File: src/rtl/core/dwss_ram.sv
// ----------------------------------------------------------------------------
// dwss_ram
// Generic simple dual-port RAM: one write port, one read port, registered read.
// ----------------------------------------------------------------------------
`default_nettype none

module dwss_ram #(
    parameter int  WIDTH = 8,
    parameter int  DEPTH = 16,
    localparam int AW    = (DEPTH > 1) ? $clog2(DEPTH) : 1
)
(
    input  logic             clk,
    input  logic             we,
    input  logic [AW-1:0]    waddr,
    input  logic [WIDTH-1:0] wdata,
    input  logic [AW-1:0]    raddr,
    output logic [WIDTH-1:0] rdata
);

    logic [WIDTH-1:0] mem [DEPTH];

    // write, then register the read data
    always_ff @(posedge clk)
    begin
        if (we)
        begin
            mem[waddr] <= wdata;
        end
        rdata <= mem[raddr];
    end

endmodule

`default_nettype wire

File: config.mk
export PLATFORM = sky130hd
export DESIGN_NAME = dwss_ram
export DESIGN_NICKNAME = d
export VERILOG_FILES = /design/src/rtl/core/dwss_ram.sv
export SDC_FILE = /design/constraint.sdc
export NUM_CORES = 1
export LEC_CHECK = 0
export CAP_MARGIN = 20
export CORE_MARGIN = 4
export CORE_UTILIZATION = 67
export DETAILED_ROUTE_END_ITERATION = 7
export DONT_BUFFER_PORTS = 1
export GPL_TIMING_DRIVEN = 0
export PLACE_DENSITY = 0.87
export SLEW_MARGIN = 20
export SYNTH_ARGS = -nofsm -noshare
export SYNTH_HDL_FRONTEND = slang
export SYNTH_SLANG_ARGS = --single-unit
File: constraint.sdc
create_clock -name clk -period 2.6 [get_ports clk]
set_input_delay 0.13 -clock clk [delete_from_list [all_inputs] [get_ports clk]]
set_output_delay 0.13 -clock clk [all_outputs]
set_load 0.05 [all_outputs]
==> results.toml <==
[outcome]
result_of_the_run = "completed"

[clock_tree]
cts_sinks = 136
cts_setup_buffers = 0
clk-insertion-delay-late_ps = 510
numCtsBuffers = 17
htree_levels = 4
cts_tree = "yes"
root_buf_cell = "clkbuf_8"
clkSlewWorstSetupHoldPaths_ps = 60
cts_buffer_depth = 2

[critical_path]
setup.worst_path.class = "in2reg"
setup.worst_path.end_class = "flip-flop"
timing.critical_path.slowest_stage_cell = "dlygate4sd3_1"
cp_num_buf_inv = 2
worst_path_required_time_ps = 2760
setup.worst_path.start_class = "primary input"
cp_common_cell = "dlygate4sd3_1"
cp_slowest_stage_delay_ps = 830
worst-endpoint-arrival_ps = 1820
crit_fanout = 8
cp_top_family = "buffers and inverters"
cp_cell_sequence = "dlygate4sd3_1, nor3_2, dlygate4sd3_1"

[sta]
finClkSkew_ps = 7.27
setup_total_negative_slack_ps = 0
final.period_utilization = 0.635
setup_violations = 0
maxClockFrequency_ghz = 0.606
worst_pin_slew_ps = 849
grt_setup_unrepaired = "no"
final-hold-violation-count = 0
max_slew_violation_count = 0
final_period_minus_worst_setup_slack_ps = 1650
slew-limit-headroom = 0.432

[floorplanning]
i_o_pins = 26
effective_utilization_at_floorplan = 0.698
die_w_um = 95.7
floorplan.die_area_um2 = 9150
core_um2 = 7370
placementRows = 31
die_h_um = 95.7

[hold_path]
hold_path_class = "in2reg"

[detailed_routing]
postRouteWirelength_um = 10400
remaining_drc_errors = 0
number_of_vias_per_cell = 6.62
drtPass1Iterations = 5
drt_iter0_drc = 326
detail-route-antenna-nets = 0
wl_per_cell_um = 27.9
num_vias = 2468

[synth]
yosysSeqAreaShare = 0.778
synth.top_cell.area_share = 0.747
synth-async-reset-ratio = 0
synth_area_leaders = "edfxtp_1 (75%), mux4_2 (7.9%), mux4_1 (7.1%)"
post_synth_num_cell_types = 19
synth.net_count = 247
synth_enable_flop_cells = 128
ys_dominant_reg_cell = "edfxtp_1"
ys_warn_count = 0
syn_area_um2 = 5150
yosys.area.top_type = "edfxtp_1"
synthCells = 229
postSynthAreaPerCell_um2 = 22.5
ys_seq_elements = 136

[power]
post-layout-total-power_w = 0.00525
cellPowerDensity_nw_per_um2 = 869
vdd_drop_max_uv = 624
p_leak_nw = 2.00

[finish]
final_layout_size_suffix_gt1_frac = 0.226
highest_count_cells_in_the_layout_ignoring_fill_and_taps = "edfxtp_1 (128), mux4_2 (18), a22oi_1 (16), clkbuf_16 (16), mux4_1 (14)"
fillCellCount = 318
num-nets-final = 279
final_util = 0.819
final_common_cell = "edfxtp_1"
total_inserted_antenna_cells = 0
area_growth_syn_to_layout_pct = 17.3

[global_routing]
grt_pass1_vias = 2568
globalRouteOverflowTotal = 0
grt_start_max_net_pins = 17
grt_pass1_wl_um = 15900
total_grt_usage = 0.262
antenna_violations_before_repair = 0

[place]
i_o_buffers = 0
hpwlAfterDp_um = 5950
gp_congestion = 0.739

[job]
maxCapViolations = 0
## logic make-up (layout without fill, tap and decap cells)
group | count (synthesis) | count (layout) | share of synthesized area
AND/OR/NAND/NOR | 35 | 35 | 0.0318
multiplexers | 32 | 32 | 0.150
flip-flops | 136 | 136 | 0.778
buffers and inverters | 10 | 55 | 0.0168
AO/OA/AOI/OAI | 16 | 16 | 0.0233
## routing by layer
layer  share of wire  track usage  vias up
met5               0            0        -
met4          0.0068       0.0699        0
met3            0.11       0.0908       10
met2            0.49        0.395      178
met1            0.39        0.374     1236
li1                -            -     1044
## state kept, by name, indices dropped and copies added (netlist names)
register	cells
mem	128
rdata	8
## synthesized netlist by cell type, types with 2 or more instances
cell type	n
dfxtp_1	8
clkdlybuf4s25_2	3
buf_6	3
nor3_1	4
a22oi_1	16
nor2_1	13
nand2_1	9
nand3b_1	2
buf_2	3
edfxtp_1	128
mux4_2	18
mux4_1	14
nand2b_1	2
## worst register-to-register path: stages (launching register included)
cell and delay, ps:
edfxtp_1 410, mux4_1 570, a22oi_1 260, nand2_1 100
## metrics by stage
| stage | instances | area (µm²) | hold slack [ps] | worst slack, ps |
|---|---|---|---|---|
| 3_3_place_gp | 328 | 5270 | 230 | 619 |
| 6_report | 373 | 6040 | 59.0 | 949 |
| 3_5_place_dp | 329 | 5290 | 230 | 933 |
| 5_1_grt | 373 | 6040 | 24.3 | 933 |
| 4_1_cts | 373 | 6040 | 16.7 | 969 |
| 2_1_floorplan | 229 | 5150 | 229 | 977 |
## report_power, final
part / internal (W) / switching, W / total [W]
combinational: 0.0000912 / 0.000126 / 0.000217
sequential: 0.00245 / 0.0000677 / 0.00252
clock: 0.00164 / 0.000864 / 0.00251
total: 0.00419 / 0.00106 / 0.00525
## path summary, 6_finish.rpt
kind                            startpoint  slack (ps)   endpoint  depth (start not counted)
worst min register to register  mem[10][0]         710   rdata[0]                          3
worst max-delay path              waddr[0]         950  mem[4][5]                          3
worst max register to register   mem[7][2]        1150   rdata[2]                          3
worst min-delay path              raddr[1]          60   rdata[7]                          3
## layout make-up
cell class,instances,area (µm²),share of cell area
Sequential cell,136,4000,0.663
Multi-Input combinational cell,83,1070,0.178
Clock buffer,18,418,0.0692
Clock inverter,14,206,0.0342
Timing Repair Buffer,13,125,0.0207
Tap cell,99,124,0.0205
Buffer,10,86.3,0.0143
## what timing repair did
action,CTS,global route
endpoints found under the hold margin,157,0
resized for setup,0,0
hold buffers,12,0
No activity file was read; power rests on OpenSTA's default activity.
