<file path="src/rtl/core/dwss_pkg.sv">
// ----------------------------------------------------------------------------
// dwss_pkg
// Shared types, sizes and address helpers of the diffuse weighted spatial
// spectrum block.
// ----------------------------------------------------------------------------
`default_nettype none

package dwss_pkg;

    localparam int CHANNELS     = 8;
    localparam int ANGLES       = 32;
    localparam int BINS         = 256;

    localparam int STEER_DEPTH  = ANGLES * BINS * CHANNELS;
    localparam int WEIGHT_DEPTH = ANGLES * BINS;
    localparam int COV_DEPTH    = CHANNELS * CHANNELS;

    localparam int STEER_AW     = $clog2(STEER_DEPTH);
    localparam int WEIGHT_AW    = $clog2(WEIGHT_DEPTH);
    localparam int COV_AW       = $clog2(COV_DEPTH);

    localparam int STEER_W      = 48;
    localparam int WEIGHT_W     = 24;
    localparam int COV_W        = 48;

    localparam int CH_W         = $clog2(CHANNELS + 1);
    localparam int CH_IW        = $clog2(CHANNELS);
    localparam int C2_W         = $clog2(CHANNELS * CHANNELS + 1);
    localparam int ANG_W        = $clog2(ANGLES + 1);
    localparam int ANG_IW       = (ANGLES > 1) ? $clog2(ANGLES) : 1;

    localparam int JOB_DEPTH    = 2;
    localparam int JOB_AW       = $clog2(JOB_DEPTH);
    localparam int JOB_CNT_W    = $clog2(JOB_DEPTH + 1);
    localparam int RES_DEPTH    = 4;
    localparam int RES_AW       = $clog2(RES_DEPTH);
    localparam int RES_CNT_W    = $clog2(RES_DEPTH + 1);

    localparam int CFG_IW       = 2;
    localparam int CFG_DW       = 16;

    // reset values after clamping to the supported range
    localparam logic [CH_W-1:0]  RST_CHANNELS = CH_W'((8 > CHANNELS) ? CHANNELS : 8);
    localparam logic [ANG_W-1:0] RST_ANGLES   = ANG_W'((32 > ANGLES) ? ANGLES : 32);
    localparam logic [15:0]      RST_FLOOR    = 16'd1;

    typedef enum logic [1:0] {
        OP_STEER  = 2'd0,
        OP_WEIGHT = 2'd1,
        OP_COV    = 2'd2
    } opcode_t;

    typedef enum logic [CFG_IW-1:0] {
        CFG_CHANNELS = 2'd0,
        CFG_ANGLES   = 2'd1,
        CFG_FLOOR    = 2'd2
    } cfg_idx_t;

    typedef struct packed {
        logic [1:0]         opcode;
        logic [7:0]         bin;
        logic [4:0]         angle;
        logic [2:0]         row;
        logic [2:0]         col;
        logic signed [23:0] re_part;
        logic signed [23:0] im_part;
        logic [31:0]        cov_average;
        logic               last;
    } item_t;

    typedef struct packed {
        logic [4:0]         out_angle;
        logic signed [31:0] spectrum;
        logic               floor_hit;
        logic               out_last;
    } result_t;

    // effective configuration, already clamped
    typedef struct packed {
        logic [CH_W-1:0]  channels;
        logic [ANG_W-1:0] angles;
        logic [15:0]      floor;
    } cfg_t;

    typedef struct packed {
        logic [7:0]  bin;
        logic [31:0] avg;
    } job_t;

    typedef struct packed {
        logic                 steer_we;
        logic [STEER_AW-1:0]  steer_addr;
        logic [STEER_W-1:0]   steer_data;
        logic                 weight_we;
        logic [WEIGHT_AW-1:0] weight_addr;
        logic [WEIGHT_W-1:0]  weight_data;
        logic                 cov_we;
        logic [COV_AW-1:0]    cov_addr;
        logic [COV_W-1:0]     cov_data;
    } ram_wr_t;

    typedef struct packed {
        logic [STEER_AW-1:0]  steer_addr;
        logic [WEIGHT_AW-1:0] weight_addr;
        logic [COV_AW-1:0]    cov_addr;
    } ram_rd_t;

    typedef struct packed {
        logic               start;
        logic signed [63:0] dividend;
        logic [63:0]        divisor;
    } div_req_t;

    typedef struct packed {
        logic               busy;
        logic               done;
        logic signed [63:0] quotient;
    } div_rsp_t;

    function automatic logic [STEER_AW-1:0] steer_addr(input logic [ANG_IW-1:0] ang,
                                                       input logic [7:0] bin,
                                                       input logic [CH_IW-1:0] ch);
        return (STEER_AW'(ang) * STEER_AW'(BINS) + STEER_AW'(bin)) * STEER_AW'(CHANNELS)
               + STEER_AW'(ch);
    endfunction

    function automatic logic [WEIGHT_AW-1:0] weight_addr(input logic [ANG_IW-1:0] ang,
                                                         input logic [7:0] bin);
        return WEIGHT_AW'(ang) * WEIGHT_AW'(BINS) + WEIGHT_AW'(bin);
    endfunction

    function automatic logic [COV_AW-1:0] cov_addr(input logic [CH_IW-1:0] r,
                                                   input logic [CH_IW-1:0] c);
        return COV_AW'(r) * COV_AW'(CHANNELS) + COV_AW'(c);
    endfunction

endpackage

`default_nettype wire

</file>
<file path="src/rtl/core/dwss_front.sv">
// ----------------------------------------------------------------------------
// dwss_front
// Input side: accepts items, writes table and covariance entries, and queues
// a spectrum job on the last covariance element of a bin.
// ----------------------------------------------------------------------------
`default_nettype none

module dwss_front
(
    input  logic              clk,
    input  logic              rst_n,
    input  logic              push,
    output logic              full,
    input  dwss_pkg::item_t   item,
    output dwss_pkg::ram_wr_t wr,
    input  logic              back_busy,
    input  logic              job_pop,
    output logic              job_valid,
    output dwss_pkg::job_t    job
);
    import dwss_pkg::*;

    logic                 accept;
    logic                 idx_ok_steer;
    logic                 idx_ok_weight;
    logic                 idx_ok_cov;
    logic                 job_push;
    job_t                 job_mem [JOB_DEPTH];
    logic [JOB_AW-1:0]    wr_ptr_reg, wr_ptr_next;
    logic [JOB_AW-1:0]    rd_ptr_reg, rd_ptr_next;
    logic [JOB_CNT_W-1:0] cnt_reg, cnt_next;

    // hold input while a job waits or runs
    assign full   = (cnt_reg != '0) || back_busy;
    assign accept = push && !full;

    // classify the item and range-check its indices
    assign idx_ok_weight = (32'(item.bin) < 32'(BINS)) && (32'(item.angle) < 32'(ANGLES));
    assign idx_ok_steer  = idx_ok_weight && (32'(item.row) < 32'(CHANNELS));
    assign idx_ok_cov    = (32'(item.row) < 32'(CHANNELS)) && (32'(item.col) < 32'(CHANNELS));

    always_comb
    begin
        wr             = '0;
        wr.steer_addr  = steer_addr(ANG_IW'(item.angle), item.bin, CH_IW'(item.row));
        wr.steer_data  = {item.re_part, item.im_part};
        wr.weight_addr = weight_addr(ANG_IW'(item.angle), item.bin);
        wr.weight_data = item.re_part;
        wr.cov_addr    = cov_addr(CH_IW'(item.row), CH_IW'(item.col));
        wr.cov_data    = {item.re_part, item.im_part};
        job_push       = 1'b0;
        if (accept)
        begin
            case (item.opcode)
                OP_STEER:  wr.steer_we  = idx_ok_steer;
                OP_WEIGHT: wr.weight_we = idx_ok_weight;
                OP_COV:
                begin
                    wr.cov_we = idx_ok_cov;
                    job_push  = item.last && (32'(item.bin) < 32'(BINS));
                end
                default: ;
            endcase
        end
    end

    // job queue toward the back end
    always_comb
    begin
        wr_ptr_next = wr_ptr_reg;
        rd_ptr_next = rd_ptr_reg;
        cnt_next    = cnt_reg;
        if (job_push)
        begin
            wr_ptr_next = wr_ptr_reg + JOB_AW'(1);
        end
        if (job_pop)
        begin
            rd_ptr_next = rd_ptr_reg + JOB_AW'(1);
        end
        if (job_push && !job_pop)
        begin
            cnt_next = cnt_reg + JOB_CNT_W'(1);
        end
        else if (!job_push && job_pop)
        begin
            cnt_next = cnt_reg - JOB_CNT_W'(1);
        end
    end

    always_ff @(posedge clk or negedge rst_n)
    begin
        if (!rst_n)
        begin
            wr_ptr_reg <= '0;
            rd_ptr_reg <= '0;
            cnt_reg    <= '0;
        end
        else
        begin
            wr_ptr_reg <= wr_ptr_next;
            rd_ptr_reg <= rd_ptr_next;
            cnt_reg    <= cnt_next;
        end
    end

    always_ff @(posedge clk)
    begin
        if (job_push)
        begin
            job_mem[wr_ptr_reg] <= '{bin: item.bin, avg: item.cov_average};
        end
    end

    assign job_valid = (cnt_reg != '0);
    assign job       = job_mem[rd_ptr_reg];

    // a queued job blocks the next request
    assert property (@(posedge clk) disable iff (!rst_n) job_push |=> full)
        else $error("input not held after job queued");

endmodule

`default_nettype wire

</file>
<file path="config.mk">
export PLATFORM = sky130hd
export DESIGN_NAME = dwss_front
export DESIGN_NICKNAME = d
export VERILOG_FILES = /design/src/rtl/core/dwss_pkg.sv /design/src/rtl/core/dwss_front.sv
export SDC_FILE = /design/constraint.sdc
export NUM_CORES = 1
export LEC_CHECK = 0
export BUFFER_PORTS_ARGS = -buffer_cell sky130_fd_sc_hd__buf_2
export CAP_MARGIN = 25
export CORE_AREA = 2 2 120 122
export DETAILED_ROUTE_END_ITERATION = 7
export DIE_AREA = 0 0 122 124
export GPL_ROUTABILITY_DRIVEN = 0
export PLACE_DENSITY = 0.71
export REMOVE_ABC_BUFFERS = 1
export SYNTH_ARGS = -nofsm -noshare
export SYNTH_HDL_FRONTEND = slang
export SYNTH_SLANG_ARGS = --single-unit
</file>
<file path="constraint.sdc">
create_clock -name clk -period 9.43 [get_ports clk]
set_input_delay 0.4715 -clock clk [delete_from_list [all_inputs] [get_ports clk]]
set_output_delay 0.4715 -clock clk [all_outputs]
set_load 0.02 [all_outputs]
</file>
==> flow_summary.json, run 1 <==
{
  "layout_common_cells": "buf_2, edfxtp_1, mux2_2",
  "cts.path.max_buffers": 2,
  "rsz0062_at_grt": "no",
  "ir_drop_uv": 163,
  "synth-main-ff-cell": "edfxtp_1",
  "num_rows": 43,
  "routed_wl_um": 16600,
  "nFillCells": 1388,
  "drive_gt1_share_pct": 64.4,
  "drc": 0,
  "yosys_warnings": 0,
  "hold_class": "input port to flip-flop",
  "hold_depth": 2,
  "avgSynthCellArea_sq_um": 14.2,
  "synthesis.area_sq_mm": 0.00429,
  "setup-tns-final_ps": 0,
  "fmax_mhz": 409,
  "status": "completed",
  "grt_max_degree": 42,
  "power_per_cell_area_mw_per_mm2": 256,
  "synth-seq-area-share_pct": 58.4,
  "fin_ws_ps": 6980,
  "fin_hold_ws_ps": 311,
  "max-cap-violations": 0,
  "worstHoldStart": "job_pop",
  "p_int_mw": 0.790,
  "drv_slew": 0,
  "combPwrFrac_pct": 21.0,
  "async_reset_ff_share_pct": 4.76,
  "crit_fanout": 41,
  "largest_register_ffs": 80,
  "startpoint_type": "flip-flop",
  "final_nets": 373,
  "setup_viol": 0,
  "min_period_ps": 2450,
  "routedWlPerCell_um": 36.9,
  "hold_end": "rd_ptr_reg",
  "cts_num_sinks": 84,
  "port_buffers": 108,
  "cp.arrival_ps": 1970,
  "cts_tree": "yes",
  "synth_edf_count": 80,
  "via_count": 2088,
  "relSlewSlack_pct": 35.5,
  "grt.overflow.total": 0,
  "ys_seq_elements": 84,
  "multiInputGateArea_sq_um": 598,
  "worst_slew_pin_slew_ps": 967,
  "ff2ff_setup_slack_ps": 7100,
  "grt_pass1_vias": 2053,
  "endpoint_kind": "primary output",
  "core_area_sq_mm": 0.0137,
  "grt_antenna_before_repair": 0,
  "die_w_um": 122,
  "syn_to_final_growth_pct": -0.496,
  "power_mw": 1.09,
  "clk_latency_ps": 350,
  "ff_latch_area_sq_mm": 0.00250,
  "num_antenna_cells": 0,
  "required_ps": 8960,
  "reg2regPathDepth": 4,
  "h-tree-depth": 3,
  "layout_commonest_cell": "buf_2",
  "grt_pass1_wl_um": 20600,
  "p_sw_share_pct": 27.7,
  "via_per_inst": 4.64,
  "ctsResizeCount": 0,
  "p_clk_share_pct": 36.4,
  "drt_iter0_markers": 92,
  "final_hold_viol_count": 0,
  "reg2reg_from": "cnt_reg[0]",
  "ant_nets": 0,
  "rr_endpoint": "job_mem[1][20]",
  "p_leak_nw": 1.60,
  "start_util_pct": 31.2,
  "ioPinCount": 307,
  "fin_skew_ps": 5.17,
  "first_pass_iters": 4,
  "cts-root-buf": "clkbuf_16",
  "syn_inst": 302,
  "p_switching_mw": 0.303,
  "numCtsBuffers": 9,
  "fin_crit_sh_pct": 25.9,
  "chipHeight_um": 124,
  "grtUsageTotal_pct": 22.0,
  "p_seq_share_pct": 42.5,
  "die-area_sq_mm": 0.0151,
  "dp_slack_ps": 6790,
  "path_clk_slew_ps": 60,
  "synth.distinct_cells": 20,
  "dp_hpwl_um": 14100,
  "critPathKind": "flip-flop to primary output"
}
[stage by stage]
step                cell area [sq um]  cells  utilization (%)
floorplan                        3100    142                -
global placement                 3890    432             28.3
detailed placement               3890    432             28.3
CTS                              4240    449             30.9
global route                     4260    450             31.1
finish                           4260    450             31.1
[cells in the mapped netlist (2+ instances only)]
cell type / count / area [sq um]
buf_4: 155 / 1160
nor3b_1: 2 / 15.0
mux2_2: 40 / 450
xor2_1: 4 / 35.0
buf_2: 4 / 20.0
edfxtp_1: 80 / 2400
dfrtp_1: 4 / 100
[layout make-up]
class,count,area share [%]
Multi-Input combinational cell,57,14.0
Sequential cell,84,58.7
Tap cell,180,5.28
Timing Repair Buffer,112,13.9
Clock buffer,9,5.28
Clock inverter,7,2.70
Inverter,1,0.0880
[per-layer routing]
layer / vias to the layer above / wire length (um) / track usage [%]
li1: 813 / - / -
met1: 959 / 3720 / 14.4
met2: 283 / 7750 / 34.4
met3: 31 / 4380 / 27.2
met4: 2 / 712 / 11.0
met5: - / 44 / 4.51
[worst max-delay path, stage by stage (launching register included)]
cell and delay [ps]:
dfrtp_2 1000, mux2_2 440, buf_2 170
[cell families after synthesis]
family                   count (synthesis)  share of synthesized area, %
XOR/XNOR                                 5                          1.02
buffers and inverters                  161                          27.8
flip-flops                              84                          58.4
adder cells (fa/ha/maj)                  1                         0.292
multiplexers                            40                          10.5
AND/OR/NAND/NOR                         11                          1.99
[power groups by stage]
stage,registers (mW),clock network (mW),logic (mW)
after floorplan,0.458,0,0.155
after global placement,0.472,0,0.229
after detailed placement,0.475,0,0.230
after CTS,0.468,0.407,0.232
after global routing,0.472,0.426,0.244
final,0.465,0.398,0.230
[timing repair]
item,in CTS,in global routing
setup endpoints to repair,0,0
hold buffers,1,0
endpoints found under the hold margin,4,0
setup buffers,0,0
[how the worst max path moves through the flow]
| stage | slack [ps] | to | start |
|---|---|---|---|
| global placement | 6850 | job_mem[1][20] | back_busy |
| finish | 6980 | job[1] | rd_ptr_reg |
| floorplan | 4010 | job_mem[0][0] | back_busy |
| detailed placement | 6790 | job_mem[1][20] | back_busy |
| CTS | 6870 | job_mem[1][8] | cnt_reg[0] |
| global route | 6860 | job[3] | rd_ptr_reg |
Note: power is estimated with default switching activity, not from simulation.
==> run 2, diff against run 1 <==
--- a/config.mk
+++ b/config.mk
@@ -7,11 +7,11 @@
 export LEC_CHECK = 0
 export BUFFER_PORTS_ARGS = -buffer_cell sky130_fd_sc_hd__buf_2
 export CAP_MARGIN = 25
-export CORE_AREA = 2 2 120 122
+export CORE_AREA = 2 2 119 121
 export DETAILED_ROUTE_END_ITERATION = 7
-export DIE_AREA = 0 0 122 124
+export DIE_AREA = 0 0 121 123
 export GPL_ROUTABILITY_DRIVEN = 0
-export PLACE_DENSITY = 0.71
+export PLACE_DENSITY = 0.72
 export REMOVE_ABC_BUFFERS = 1
 export SYNTH_ARGS = -nofsm -noshare
 export SYNTH_HDL_FRONTEND = slang
==> constraint.sdc (replaced) <==
create_clock -name clk -period 2.53 [get_ports clk]
set_input_delay 0.1265 -clock clk [delete_from_list [all_inputs] [get_ports clk]]
set_output_delay 0.1265 -clock clk [all_outputs]
set_load 0.02 [all_outputs]
==> flow_summary.json, run 2 (same netlist as run 1, synthesis figures left out) <==
{
  "port_buffers": 108,
  "critPathKind": "flip-flop to flip-flop",
  "startpoint_type": "flip-flop",
  "core_area_sq_mm": 0.0136,
  "crit_fanout": 23,
  "final_hold_viol_count": 0,
  "cts_tree": "yes",
  "ioPinCount": 307,
  "grtUsageTotal_pct": 22.8,
  "grt.overflow.total": 0,
  "max_stage_delay_ps": 600,
  "p_leak_nw": 1.76,
  "fin_crit_sh_pct": 80.1,
  "power_per_cell_area_mw_per_mm2": 860,
  "num_antenna_cells": 0,
  "routedWlPerCell_um": 34.8,
  "dp_hpwl_um": 14400,
  "layout_common_cells": "buf_2, edfxtp_1, mux2_2, dlygate4sd3_1, clkbuf_16",
  "min_period_ps": 2030,
  "ant_nets": 0,
  "ctsResizeCount": 0,
  "start_util_pct": 31.5,
  "ir_drop_uv": 397,
  "combPwrFrac_pct": 26.0,
  "max-cap-violations": 0,
  "drc": 0,
  "h-tree-depth": 3,
  "reg2regPathDepth": 3,
  "hold_end": "job_mem[0][34]",
  "hold_class": "input port to flip-flop",
  "drt_iter0_markers": 131,
  "via_count": 2256,
  "via_per_inst": 4.59,
  "p_seq_share_pct": 41.2,
  "nFillCells": 1331,
  "die-area_sq_mm": 0.0149,
  "cts_setup_buffers": 0,
  "syn_to_final_growth_pct": 8.23,
  "die_w_um": 121,
  "grt_max_degree": 32,
  "multiInputGateArea_sq_um": 598,
  "numCtsBuffers": 9,
  "grt_antenna_before_repair": 0,
  "slowest_stage": "or4b_4",
  "fin_skew_ps": 5.82,
  "p_clk_share_pct": 32.8,
  "worst_slew_pin_slew_ps": 334,
  "cts-root-buf": "clkbuf_16",
  "chipHeight_um": 123,
  "relSlewSlack_pct": 77.7,
  "rsz0062_at_grt": "no",
  "drive_gt1_share_pct": 56.3,
  "layoutNonFillerInstCount": 491,
  "reg2reg_from": "cnt_reg[0]",
  "status": "completed",
  "worstHoldStart": "item[94]",
  "required_ps": 2530,
  "grt_pass1_vias": 2211,
  "rr_endpoint": "job_mem[0][22]",
  "drv_slew": 0,
  "fmax_mhz": 494,
  "ff_latch_area_sq_mm": 0.00250,
  "hold_buffers": 39,
  "num_rows": 43,
  "grt_pass1_wl_um": 21000,
  "final_nets": 414,
  "path_clk_slew_ps": 60,
  "cp.arrival_ps": 2030,
  "clk_latency_ps": 340,
  "cts_num_sinks": 84,
  "place_inst": 435,
  "p_sw_share_pct": 28.0,
  "setup_viol": 0,
  "first_pass_iters": 4,
  "power_mw": 3.99,
  "routed_wl_um": 17100,
  "p_switching_mw": 1.12,
  "endpoint_kind": "flip-flop",
  "p_int_mw": 2.87,
  "ff2ff_setup_slack_ps": 500,
  "largest_register_ffs": 80,
  "worstPathCellList": "or4b_4 > nor4_2 > buf_4",
  "hold_depth": 1,
  "cts.path.max_buffers": 2,
  "layout_commonest_cell": "buf_2"
}
## run 2: cell count changes in the layout (fill, tap and decap cells not counted), sizes merged
cell	before	now
clkbuf	9	12
bufinv	3	1
dlygate4sd3	1	40
clkinvlp	2	1
buf	111	113
## run 2: how the worst max path moves through the flow
| stage | start | slack [ps] | to | depth (start not counted) |
|---|---|---|---|---|
| after floorplan | cnt_reg[0] | -2890 | job_mem[0][0] | 2 |
| after global placement | cnt_reg[0] | 530 | job_mem[0][32] | 3 |
| after detailed placement | cnt_reg[0] | 490 | job_mem[0][7] | 3 |
| after CTS | cnt_reg[0] | 480 | job_mem[0][0] | 3 |
| after global routing | cnt_reg[0] | 410 | job_mem[0][1] | 3 |
| final | cnt_reg[0] | 500 | job_mem[0][22] | 3 |
## run 2: per-layer routing
metal,vias to the layer above,routed length (um),track usage (%)
met5,-,100,7.29
met4,4,929,13.1
met3,35,4260,26.2
met2,305,7910,35.6
met1,1019,3870,15.1
li1,893,-,-
## run 2: power groups by stage
stage	clock (mW)	combinational, mW	sequential [mW]
after floorplan	0	0.577	1.71
after global placement	0	0.995	1.67
after detailed placement	0	0.997	1.67
after CTS	1.35	1.05	1.64
after global routing	1.40	1.10	1.65
final	1.31	1.04	1.64
## run 2: through the flow
stage	TNS [ps]	hold slack [ps]	instance area [sq um]	worst slack (ps)	util, %
4_1_cts	0	1.30	4630	476	34.0
2_1_floorplan	-115550	-169	3100	-2890	-
3_5_place_dp	0	-60.8	3930	486	28.9
5_1_grt	0	16.3	4640	412	34.1
6_report	0	30.4	4640	504	34.1
3_3_place_gp	0	-64.5	3930	530	28.9
## run 2: layout make-up
| type | count | area share [%] |
|---|---|---|
| Multi-Input combinational cell | 57 | 12.9 |
| Sequential cell | 84 | 54.0 |
| Tap cell | 180 | 4.86 |
| Inverter | 1 | 0.0809 |
| Clock buffer | 12 | 5.53 |
| Timing Repair Buffer | 153 | 21.6 |
| Clock inverter | 4 | 1.03 |
## run 2: critical path, delay by kind of cell, from the launching register on
kind | cells | cell delay (ps)
buf+inv | 1 | 370
flops | 1 | 420
simple gates | 2 | 870
