==> config.mk <==
export PLATFORM = sky130hd
export DESIGN_NAME = dwss_back
export DESIGN_NICKNAME = d
export VERILOG_FILES = /design/src/rtl/core/dwss_pkg.sv /design/src/rtl/core/dwss_back.sv
export SDC_FILE = /design/constraint.sdc
export NUM_CORES = 2
export LEC_CHECK = 0
export BUFFER_PORTS_ARGS = -buffer_cell sky130_fd_sc_hd__buf_2
export CAP_MARGIN = 20
export CORE_UTILIZATION = 65
export DETAILED_ROUTE_END_ITERATION = 8
export PLACE_DENSITY = 0.86
export SKIP_LAST_GASP = 1
export SLEW_MARGIN = 20
export SYNTH_ARGS = -nofsm -noshare
export SYNTH_HDL_FRONTEND = slang
export SYNTH_SLANG_ARGS = --single-unit
==> constraint.sdc <==
create_clock -name clk -period 25.4 [get_ports clk]
set_input_delay 2.54 -clock clk [delete_from_list [all_inputs] [get_ports clk]]
set_output_delay 2.54 -clock clk [all_outputs]
set_load 0.05 [all_outputs]
==> src/rtl/core/dwss_pkg.sv <==
// ----------------------------------------------------------------------------
// dwss_pkg
// Shared types, sizes and address helpers of the diffuse weighted spatial
// spectrum block.
// ----------------------------------------------------------------------------
`default_nettype none

package dwss_pkg;

    localparam int CHANNELS     = 8;
    localparam int ANGLES       = 32;
    localparam int BINS         = 256;

    localparam int STEER_DEPTH  = ANGLES * BINS * CHANNELS;
    localparam int WEIGHT_DEPTH = ANGLES * BINS;
    localparam int COV_DEPTH    = CHANNELS * CHANNELS;

    localparam int STEER_AW     = $clog2(STEER_DEPTH);
    localparam int WEIGHT_AW    = $clog2(WEIGHT_DEPTH);
    localparam int COV_AW       = $clog2(COV_DEPTH);

    localparam int STEER_W      = 48;
    localparam int WEIGHT_W     = 24;
    localparam int COV_W        = 48;

    localparam int CH_W         = $clog2(CHANNELS + 1);
    localparam int CH_IW        = $clog2(CHANNELS);
    localparam int C2_W         = $clog2(CHANNELS * CHANNELS + 1);
    localparam int ANG_W        = $clog2(ANGLES + 1);
    localparam int ANG_IW       = (ANGLES > 1) ? $clog2(ANGLES) : 1;

    localparam int JOB_DEPTH    = 2;
    localparam int JOB_AW       = $clog2(JOB_DEPTH);
    localparam int JOB_CNT_W    = $clog2(JOB_DEPTH + 1);
    localparam int RES_DEPTH    = 4;
    localparam int RES_AW       = $clog2(RES_DEPTH);
    localparam int RES_CNT_W    = $clog2(RES_DEPTH + 1);

    localparam int CFG_IW       = 2;
    localparam int CFG_DW       = 16;

    // reset values after clamping to the supported range
    localparam logic [CH_W-1:0]  RST_CHANNELS = CH_W'((8 > CHANNELS) ? CHANNELS : 8);
    localparam logic [ANG_W-1:0] RST_ANGLES   = ANG_W'((32 > ANGLES) ? ANGLES : 32);
    localparam logic [15:0]      RST_FLOOR    = 16'd1;

    typedef enum logic [1:0] {
        OP_STEER  = 2'd0,
        OP_WEIGHT = 2'd1,
        OP_COV    = 2'd2
    } opcode_t;

    typedef enum logic [CFG_IW-1:0] {
        CFG_CHANNELS = 2'd0,
        CFG_ANGLES   = 2'd1,
        CFG_FLOOR    = 2'd2
    } cfg_idx_t;

    typedef struct packed {
        logic [1:0]         opcode;
        logic [7:0]         bin;
        logic [4:0]         angle;
        logic [2:0]         row;
        logic [2:0]         col;
        logic signed [23:0] re_part;
        logic signed [23:0] im_part;
        logic [31:0]        cov_average;
        logic               last;
    } item_t;

    typedef struct packed {
        logic [4:0]         out_angle;
        logic signed [31:0] spectrum;
        logic               floor_hit;
        logic               out_last;
    } result_t;

    // effective configuration, already clamped
    typedef struct packed {
        logic [CH_W-1:0]  channels;
        logic [ANG_W-1:0] angles;
        logic [15:0]      floor;
    } cfg_t;

    typedef struct packed {
        logic [7:0]  bin;
        logic [31:0] avg;
    } job_t;

    typedef struct packed {
        logic                 steer_we;
        logic [STEER_AW-1:0]  steer_addr;
        logic [STEER_W-1:0]   steer_data;
        logic                 weight_we;
        logic [WEIGHT_AW-1:0] weight_addr;
        logic [WEIGHT_W-1:0]  weight_data;
        logic                 cov_we;
        logic [COV_AW-1:0]    cov_addr;
        logic [COV_W-1:0]     cov_data;
    } ram_wr_t;

    typedef struct packed {
        logic [STEER_AW-1:0]  steer_addr;
        logic [WEIGHT_AW-1:0] weight_addr;
        logic [COV_AW-1:0]    cov_addr;
    } ram_rd_t;

    typedef struct packed {
        logic               start;
        logic signed [63:0] dividend;
        logic [63:0]        divisor;
    } div_req_t;

    typedef struct packed {
        logic               busy;
        logic               done;
        logic signed [63:0] quotient;
    } div_rsp_t;

    function automatic logic [STEER_AW-1:0] steer_addr(input logic [ANG_IW-1:0] ang,
                                                       input logic [7:0] bin,
                                                       input logic [CH_IW-1:0] ch);
        return (STEER_AW'(ang) * STEER_AW'(BINS) + STEER_AW'(bin)) * STEER_AW'(CHANNELS)
               + STEER_AW'(ch);
    endfunction

    function automatic logic [WEIGHT_AW-1:0] weight_addr(input logic [ANG_IW-1:0] ang,
                                                         input logic [7:0] bin);
        return WEIGHT_AW'(ang) * WEIGHT_AW'(BINS) + WEIGHT_AW'(bin);
    endfunction

    function automatic logic [COV_AW-1:0] cov_addr(input logic [CH_IW-1:0] r,
                                                   input logic [CH_IW-1:0] c);
        return COV_AW'(r) * COV_AW'(CHANNELS) + COV_AW'(c);
    endfunction

endpackage

`default_nettype wire

==> src/rtl/core/dwss_back.sv <==
// ----------------------------------------------------------------------------
// dwss_back
// Spectrum engine: for each active angle, a sequencer drives one 32x32
// multiplier over a^H R a, then the shared divider for the q, ratio and
// final scaling steps, and pushes one saturated result per angle.
// ----------------------------------------------------------------------------
`default_nettype none

module dwss_back
(
    input  logic                          clk,
    input  logic                          rst_n,
    input  dwss_pkg::cfg_t                cfg,
    input  logic                          job_valid,
    input  dwss_pkg::job_t                job,
    output logic                          job_pop,
    output logic                          busy,
    output dwss_pkg::ram_rd_t             rd,
    input  logic [dwss_pkg::STEER_W-1:0]  steer_rdata,
    input  logic [dwss_pkg::WEIGHT_W-1:0] weight_rdata,
    input  logic [dwss_pkg::COV_W-1:0]    cov_rdata,
    output dwss_pkg::div_req_t            div_req,
    input  dwss_pkg::div_rsp_t            div_rsp,
    output logic                          res_push,
    output dwss_pkg::result_t             res,
    input  logic                          res_full
);
    import dwss_pkg::*;

    typedef enum logic [23:0] {
        S_IDLE   = 24'd1,
        S_WREQ   = 24'd2,
        S_WCAP   = 24'd4,
        S_AREQ   = 24'd8,
        S_ACAP   = 24'd16,
        S_CREQ   = 24'd32,
        S_CCAP   = 24'd64,
        S_M0     = 24'd128,
        S_M1     = 24'd256,
        S_M2     = 24'd512,
        S_M3     = 24'd1024,
        S_T0     = 24'd2048,
        S_T1     = 24'd4096,
        S_FLUSH  = 24'd8192,
        S_QSTART = 24'd16384,
        S_QWAIT  = 24'd32768,
        S_DCALC  = 24'd65536,
        S_NUM    = 24'd131072,
        S_NWAIT  = 24'd262144,
        S_RSTART = 24'd524288,
        S_RWAIT  = 24'd1048576,
        S_SSTART = 24'd2097152,
        S_SWAIT  = 24'd4194304,
        S_EMIT   = 24'd8388608
    } state_t;

    typedef enum logic [2:0] {
        ACC_NONE   = 3'd0,
        ACC_TA_ADD = 3'd1,
        ACC_TA_SUB = 3'd2,
        ACC_TB_ADD = 3'd3,
        ACC_FC_ADD = 3'd4,
        ACC_NUM    = 3'd5
    } acc_t;

    state_t              state_reg, state_next;
    acc_t                acc_reg, acc_next;
    logic [ANG_IW-1:0]   n_reg, n_next;
    logic [CH_IW-1:0]    i_reg, i_next;
    logic [CH_IW-1:0]    j_reg, j_next;
    logic [7:0]          bin_reg, bin_next;
    logic [31:0]         avg_reg, avg_next;
    logic signed [23:0]  b_reg, b_next;
    logic [COV_W-1:0]    r_reg, r_next;
    logic [STEER_W-1:0]  a_reg [CHANNELS];
    logic [STEER_W-1:0]  a_next [CHANNELS];
    logic signed [63:0]  ta_reg, ta_next;
    logic signed [63:0]  tb_reg, tb_next;
    logic signed [63:0]  fc_reg, fc_next;
    logic signed [63:0]  prod_reg;
    logic signed [31:0]  q_reg, q_next;
    logic signed [34:0]  d_reg, d_next;
    logic                hit_reg, hit_next;
    logic signed [63:0]  num_reg, num_next;
    logic signed [63:0]  rb_reg, rb_next;
    result_t             res_reg, res_next;

    logic [C2_W-1:0]     c2;
    logic [CH_IW-1:0]    sel_idx;
    logic [STEER_W-1:0]  a_sel;
    logic signed [23:0]  sa, sb, ra, rb;
    logic signed [31:0]  ta_tr, tb_tr;
    logic signed [31:0]  mul_a, mul_b;
    logic signed [63:0]  mul_p;
    logic signed [34:0]  d_raw, fl_s;
    logic signed [31:0]  fac;
    logic                j_last, i_last, n_last;

    assign c2 = C2_W'(cfg.channels) * C2_W'(cfg.channels);

    // one steering read port, shared between column and row index
    assign sel_idx = (state_reg == S_T0 || state_reg == S_T1) ? i_reg : j_reg;
    assign a_sel   = a_reg[sel_idx];
    assign sa      = a_sel[47:24];
    assign sb      = a_sel[23:0];
    assign ra      = r_reg[47:24];
    assign rb      = r_reg[23:0];

    // truncate row sums toward zero by 2^21
    assign ta_tr = 32'((ta_reg + (ta_reg[63] ? 64'sd2097151 : 64'sd0)) >>> 21);
    assign tb_tr = 32'((tb_reg + (tb_reg[63] ? 64'sd2097151 : 64'sd0)) >>> 21);

    assign d_raw = $signed({3'b000, avg_reg}) - 35'(q_reg);
    assign fl_s  = $signed({19'd0, cfg.floor});
    assign fac   = $signed(32'(c2) << 15) - 32'(b_reg);

    assign j_last = (CH_W'(j_reg) == cfg.channels - CH_W'(1));
    assign i_last = (CH_W'(i_reg) == cfg.channels - CH_W'(1));
    assign n_last = (ANG_W'(n_reg) == cfg.angles - ANG_W'(1));

    assign mul_p = mul_a * mul_b;

    // table and covariance read addresses
    always_comb
    begin
        rd.steer_addr  = steer_addr(n_reg, bin_reg, j_reg);
        rd.weight_addr = weight_addr(n_reg, bin_reg);
        rd.cov_addr    = cov_addr(i_reg, j_reg);
    end

    // sequencer
    always_comb
    begin
        state_next = state_reg;
        acc_next   = ACC_NONE;
        n_next     = n_reg;
        i_next     = i_reg;
        j_next     = j_reg;
        bin_next   = bin_reg;
        avg_next   = avg_reg;
        b_next     = b_reg;
        r_next     = r_reg;
        a_next     = a_reg;
        ta_next    = ta_reg;
        tb_next    = tb_reg;
        fc_next    = fc_reg;
        q_next     = q_reg;
        d_next     = d_reg;
        hit_next   = hit_reg;
        num_next   = num_reg;
        rb_next    = rb_reg;
        res_next   = res_reg;
        mul_a      = 32'(ra);
        mul_b      = 32'(sa);
        job_pop    = 1'b0;
        res_push   = 1'b0;
        div_req    = '{start: 1'b0, dividend: fc_reg, divisor: 64'(c2) << 21};

        // land the product of the previous cycle
        case (acc_reg)
            ACC_TA_ADD: ta_next  = ta_reg + prod_reg;
            ACC_TA_SUB: ta_next  = ta_reg - prod_reg;
            ACC_TB_ADD: tb_next  = tb_reg + prod_reg;
            ACC_FC_ADD: fc_next  = fc_reg + prod_reg;
            ACC_NUM:    num_next = prod_reg;
            default: ;
        endcase

        case (state_reg)
            S_IDLE:
            begin
                if (job_valid)
                begin
                    job_pop    = 1'b1;
                    bin_next   = job.bin;
                    avg_next   = job.avg;
                    n_next     = '0;
                    i_next     = '0;
                    j_next     = '0;
                    state_next = S_WREQ;
                end
            end
            S_WREQ: state_next = S_WCAP;
            S_WCAP:
            begin
                b_next     = weight_rdata;
                j_next     = '0;
                state_next = S_AREQ;
            end
            S_AREQ: state_next = S_ACAP;
            S_ACAP:
            begin
                a_next[j_reg] = steer_rdata;
                if (j_last)
                begin
                    j_next     = '0;
                    i_next     = '0;
                    ta_next    = '0;
                    tb_next    = '0;
                    fc_next    = '0;
                    state_next = S_CREQ;
                end
                else
                begin
                    j_next     = j_reg + CH_IW'(1);
                    state_next = S_AREQ;
                end
            end
            S_CREQ: state_next = S_CCAP;
            S_CCAP:
            begin
                r_next     = cov_rdata;
                state_next = S_M0;
            end
            S_M0:
            begin
                mul_a      = 32'(ra);
                mul_b      = 32'(sa);
                acc_next   = ACC_TA_ADD;
                state_next = S_M1;
            end
            S_M1:
            begin
                mul_a      = 32'(rb);
                mul_b      = 32'(sb);
                acc_next   = ACC_TA_SUB;
                state_next = S_M2;
            end
            S_M2:
            begin
                mul_a      = 32'(ra);
                mul_b      = 32'(sb);
                acc_next   = ACC_TB_ADD;
                state_next = S_M3;
            end
            S_M3:
            begin
                mul_a    = 32'(rb);
                mul_b    = 32'(sa);
                acc_next = ACC_TB_ADD;
                if (j_last)
                begin
                    state_next = S_T0;
                end
                else
                begin
                    j_next     = j_reg + CH_IW'(1);
                    state_next = S_CREQ;
                end
            end
            S_T0:
            begin
                mul_a      = 32'(sa);
                mul_b      = ta_tr;
                acc_next   = ACC_FC_ADD;
                state_next = S_T1;
            end
            S_T1:
            begin
                mul_a    = 32'(sb);
                mul_b    = tb_tr;
                acc_next = ACC_FC_ADD;
                ta_next  = '0;
                tb_next  = '0;
                j_next   = '0;
                if (i_last)
                begin
                    state_next = S_FLUSH;
                end
                else
                begin
                    i_next     = i_reg + CH_IW'(1);
                    state_next = S_CREQ;
                end
            end
            S_FLUSH: state_next = S_QSTART;
            S_QSTART:
            begin
                div_req.start = 1'b1;
                state_next    = S_QWAIT;
            end
            S_QWAIT:
            begin
                if (div_rsp.done)
                begin
                    q_next     = div_rsp.quotient[31:0];
                    state_next = S_DCALC;
                end
            end
            S_DCALC:
            begin
                hit_next   = (d_raw < fl_s);
                d_next     = (d_raw < fl_s) ? fl_s : d_raw;
                state_next = S_NUM;
            end
            S_NUM:
            begin
                mul_a      = fac;
                mul_b      = q_reg;
                acc_next   = ACC_NUM;
                state_next = S_NWAIT;
            end
            S_NWAIT: state_next = S_RSTART;
            S_RSTART:
            begin
                div_req.start    = 1'b1;
                div_req.dividend = num_reg;
                div_req.divisor  = 64'($unsigned(d_reg));
                state_next       = S_RWAIT;
            end
            S_RWAIT:
            begin
                if (div_rsp.done)
                begin
                    rb_next    = div_rsp.quotient - 64'(b_reg);
                    state_next = S_SSTART;
                end
            end
            S_SSTART:
            begin
                div_req.start    = 1'b1;
                div_req.dividend = rb_reg;
                div_req.divisor  = 64'(c2);
                state_next       = S_SWAIT;
            end
            S_SWAIT:
            begin
                if (div_rsp.done)
                begin
                    res_next.out_angle = 5'(n_reg);
                    res_next.floor_hit = hit_reg;
                    res_next.out_last  = n_last;
                    if (div_rsp.quotient > 64'sd2147483647)
                    begin
                        res_next.spectrum = 32'sh7fffffff;
                    end
                    else if (div_rsp.quotient < -64'sd2147483648)
                    begin
                        res_next.spectrum = 32'sh80000000;
                    end
                    else
                    begin
                        res_next.spectrum = div_rsp.quotient[31:0];
                    end
                    state_next = S_EMIT;
                end
            end
            S_EMIT:
            begin
                if (!res_full)
                begin
                    res_push = 1'b1;
                    if (n_last)
                    begin
                        state_next = S_IDLE;
                    end
                    else
                    begin
                        n_next     = n_reg + ANG_IW'(1);
                        state_next = S_WREQ;
                    end
                end
            end
            default: state_next = S_IDLE;
        endcase
    end

    always_ff @(posedge clk or negedge rst_n)
    begin
        if (!rst_n)
        begin
            state_reg <= S_IDLE;
            acc_reg   <= ACC_NONE;
            n_reg     <= '0;
            i_reg     <= '0;
            j_reg     <= '0;
        end
        else
        begin
            state_reg <= state_next;
            acc_reg   <= acc_next;
            n_reg     <= n_next;
            i_reg     <= i_next;
            j_reg     <= j_next;
        end
    end

    always_ff @(posedge clk)
    begin
        bin_reg  <= bin_next;
        avg_reg  <= avg_next;
        b_reg    <= b_next;
        r_reg    <= r_next;
        a_reg    <= a_next;
        ta_reg   <= ta_next;
        tb_reg   <= tb_next;
        fc_reg   <= fc_next;
        prod_reg <= mul_p;
        q_reg    <= q_next;
        d_reg    <= d_next;
        hit_reg  <= hit_next;
        num_reg  <= num_next;
        rb_reg   <= rb_next;
        res_reg  <= res_next;
    end

    assign busy = (state_reg != S_IDLE);
    assign res  = res_reg;

    // a stalled result waits in place
    assert property (@(posedge clk) disable iff (!rst_n)
        (state_reg == S_EMIT && res_full) |=> (state_reg == S_EMIT))
        else $error("result dropped while output full");

endmodule

`default_nettype wire

==> impl_metrics.tcl <==
set metrics [dict create \
    die_area_um2 141000 \
    synth_warnings 0 \
    hold_class "reg -> reg" \
    grt_pass1_wl_um 457000 \
    setup_viol 0 \
    hold_start "hit_reg" \
    async_flop_share_pct 3.71 \
    synthToLayoutAreaGrowth_pct 8.08 \
    r2r-start "state_reg[1]" \
    worstSetupEndpointType "flip-flop" \
    synthCells 9607 \
    final_cell_mix "nand2_1, inv_1, fa_1, edfxtp_1, a21oi_1" \
    worst_pin_slew_ps 1230 \
    slew_headroom_pct 17.7 \
    grt_pass1_vias 75300 \
    cts_buffer_depth 3 \
    period_needed_ps 14710 \
    fin_skew_ps 105 \
    clk_latency_ps 810 \
    routedWlPerCell_um 26.2 \
    gr-usage-all-layers_pct 43.4 \
    rr_worst_depth 38 \
    yosysSeqAreaShare_pct 31.0 \
    port_buffers 431 \
    ys.flop_type "edfxtp_1" \
    coreArea_um2 138000 \
    ys_types 106 \
    startpoint_type "flip-flop" \
    drtAntennaViolNets 0 \
    rsz0062_at_grt "no" \
    setup_tns_ps 0 \
    rrSetupSlack_ps 10690 \
    synth_edf_count 730 \
    cp_max_fo 86 \
    grt_max_degree 179 \
    largest_reg_flops 384 \
    grt.overflow.total 0 \
    root_buffer "clkbuf_16" \
    drc 0 \
    syn_avg_cell_area_um2 9.41 \
    drt_iter0_markers 9393 \
    tritoncts "done" \
    cts_setup_buffers 0 \
    ctsResizeCount 0 \
    dpl.cell_count 11500 \
    synth_top_area_share_pct 24.3 \
    utilization_pct 70.9 \
    holdBufCountCts 0 \
    drive_above_1_share_pct 9.03 \
    synth_area_leaders "edfxtp_1, fa_1, ha_1" \
    hold_viol 0 \
    ys_seq_elements 1024 \
    synth_top_area_cell "edfxtp_1" \
    fmax_mhz 68.0 \
    cts_max_level 3 \
    cpMostUsedCell "fa_1" \
    critical_path_class "reg -> reg" \
    cts_buffers 106 \
    firstDrtPassIters 9 \
    slowest_delay_ps 950 \
    die_h_um 375 \
    critical_path_required_ps 26020 \
    wl_um 307000 \
    finalCritPeriodShare_pct 57.9 \
    netlist_area_um2 90400 \
    clk_pin_slew_ps 60 \
    critPathBufInv 6 \
    crit_slowest_cell "o21a_1" \
    min_to "res[1]" \
    cp.arrival_ps 15330 \
    maxSlewViolCount 0 \
    place.gp.congestion 1.05 \
    num_io_pins 462 \
    final_nets 11500 \
    vias_per_cell 6.49 \
    drv_cap 0 \
    start_util_pct 65.6 \
    fill_cells 10000 \
    final_cells 11700 \
    path_delay_family "compound AO/OA/AOI/OAI gates" \
    final_common_cell "nand2_1" \
    placementRows 136 \
    whs_path_depth 0 \
    status "completed" \
    r2r_end "prod_reg[63]" \
    die_x_um 375 \
    hpwl_um 232000 \
    antenna_found_initial 41 \
    routed-via-count 75900 \
    clkSinkCount 1024 \
]
## cells in the mapped netlist, drive strengths merged, types with 17 or more instances
cell    instances
a211oi         55
a21boi         17
a21o          250
a21oi         582
a221oi         30
a22o           20
a22oi          70
a311oi         57
a31o           18
a31oi          87
and2          146
and3          127
buf           182
clkbuf        322
dfrtp          37
dfxtp         256
edfxtp        730
fa            909
ha            536
inv          1079
mux2i          20
nand2        1646
nand2b         62
nand3         282
nand4          85
nor2          439
nor2b         141
nor3           98
nor3b          28
nor4           44
o211ai         38
o21a           41
o21ai         318
o21bai         50
o221ai         17
o22ai          18
o31ai          28
or2            24
or3            41
xnor2         271
xor2          186
## through the flow
step	setup slack, ps	instance area (µm²)	hold slack, ps
after floorplan	12750	90500	400
after global placement	10990	93800	402
after detailed placement	10830	93800	432
after CTS	10790	97600	446
after global routing	10160	97600	460
final	10690	97700	446
## cell type report
| cell class | count | area (µm²) | area share [%] |
|---|---|---|---|
| multi-input combinational | 7029 | 56500 | 57.8 |
| sequential | 1024 | 28000 | 28.7 |
| inverter | 1079 | 4050 | 4.15 |
| timing repair buffer | 556 | 3120 | 3.19 |
| clock buffer | 123 | 2780 | 2.84 |
| tap | 1794 | 2240 | 2.30 |
| clock inverter | 74 | 958 | 0.981 |
| antenna | 23 | 57.6 | 0.0589 |
## logic make-up after synthesis
logic type	synth area share, %
and+or+nand+nor	16.4
AOI/OAI and AO/OA	13.2
buffers and inverters	7.04
adders and majority gates	27.6
DFF	31.0
xor gates and xnor gates	4.43
muxes	0.458
other	0.00415
## worst max-delay path by stage
stage,from,endpoint,depth (start not counted)
finish,state_reg[1],prod_reg[63],38
global route,state_reg[1],prod_reg[62],40
CTS,state_reg[1],prod_reg[63],38
detailed placement,cfg[22],prod_reg[63],40
global placement,cfg[22],prod_reg[63],39
floorplan,cfg[22],prod_reg[62],36
## per-layer routing
metal / routed length [µm] / track usage (%) / vias up
met2: 135000 / 65.8 / 4976
met1: 112000 / 56.0 / 37000
met3: 38000 / 11.5 / 1140
met4: 21700 / 26.0 / 26
met5: 200 / 0 / -
li1: - / - / 32800
Power is left out: the tool's default activity adds up to more than one toggle a clock period on the data nets, which glitch-free logic cannot reach.
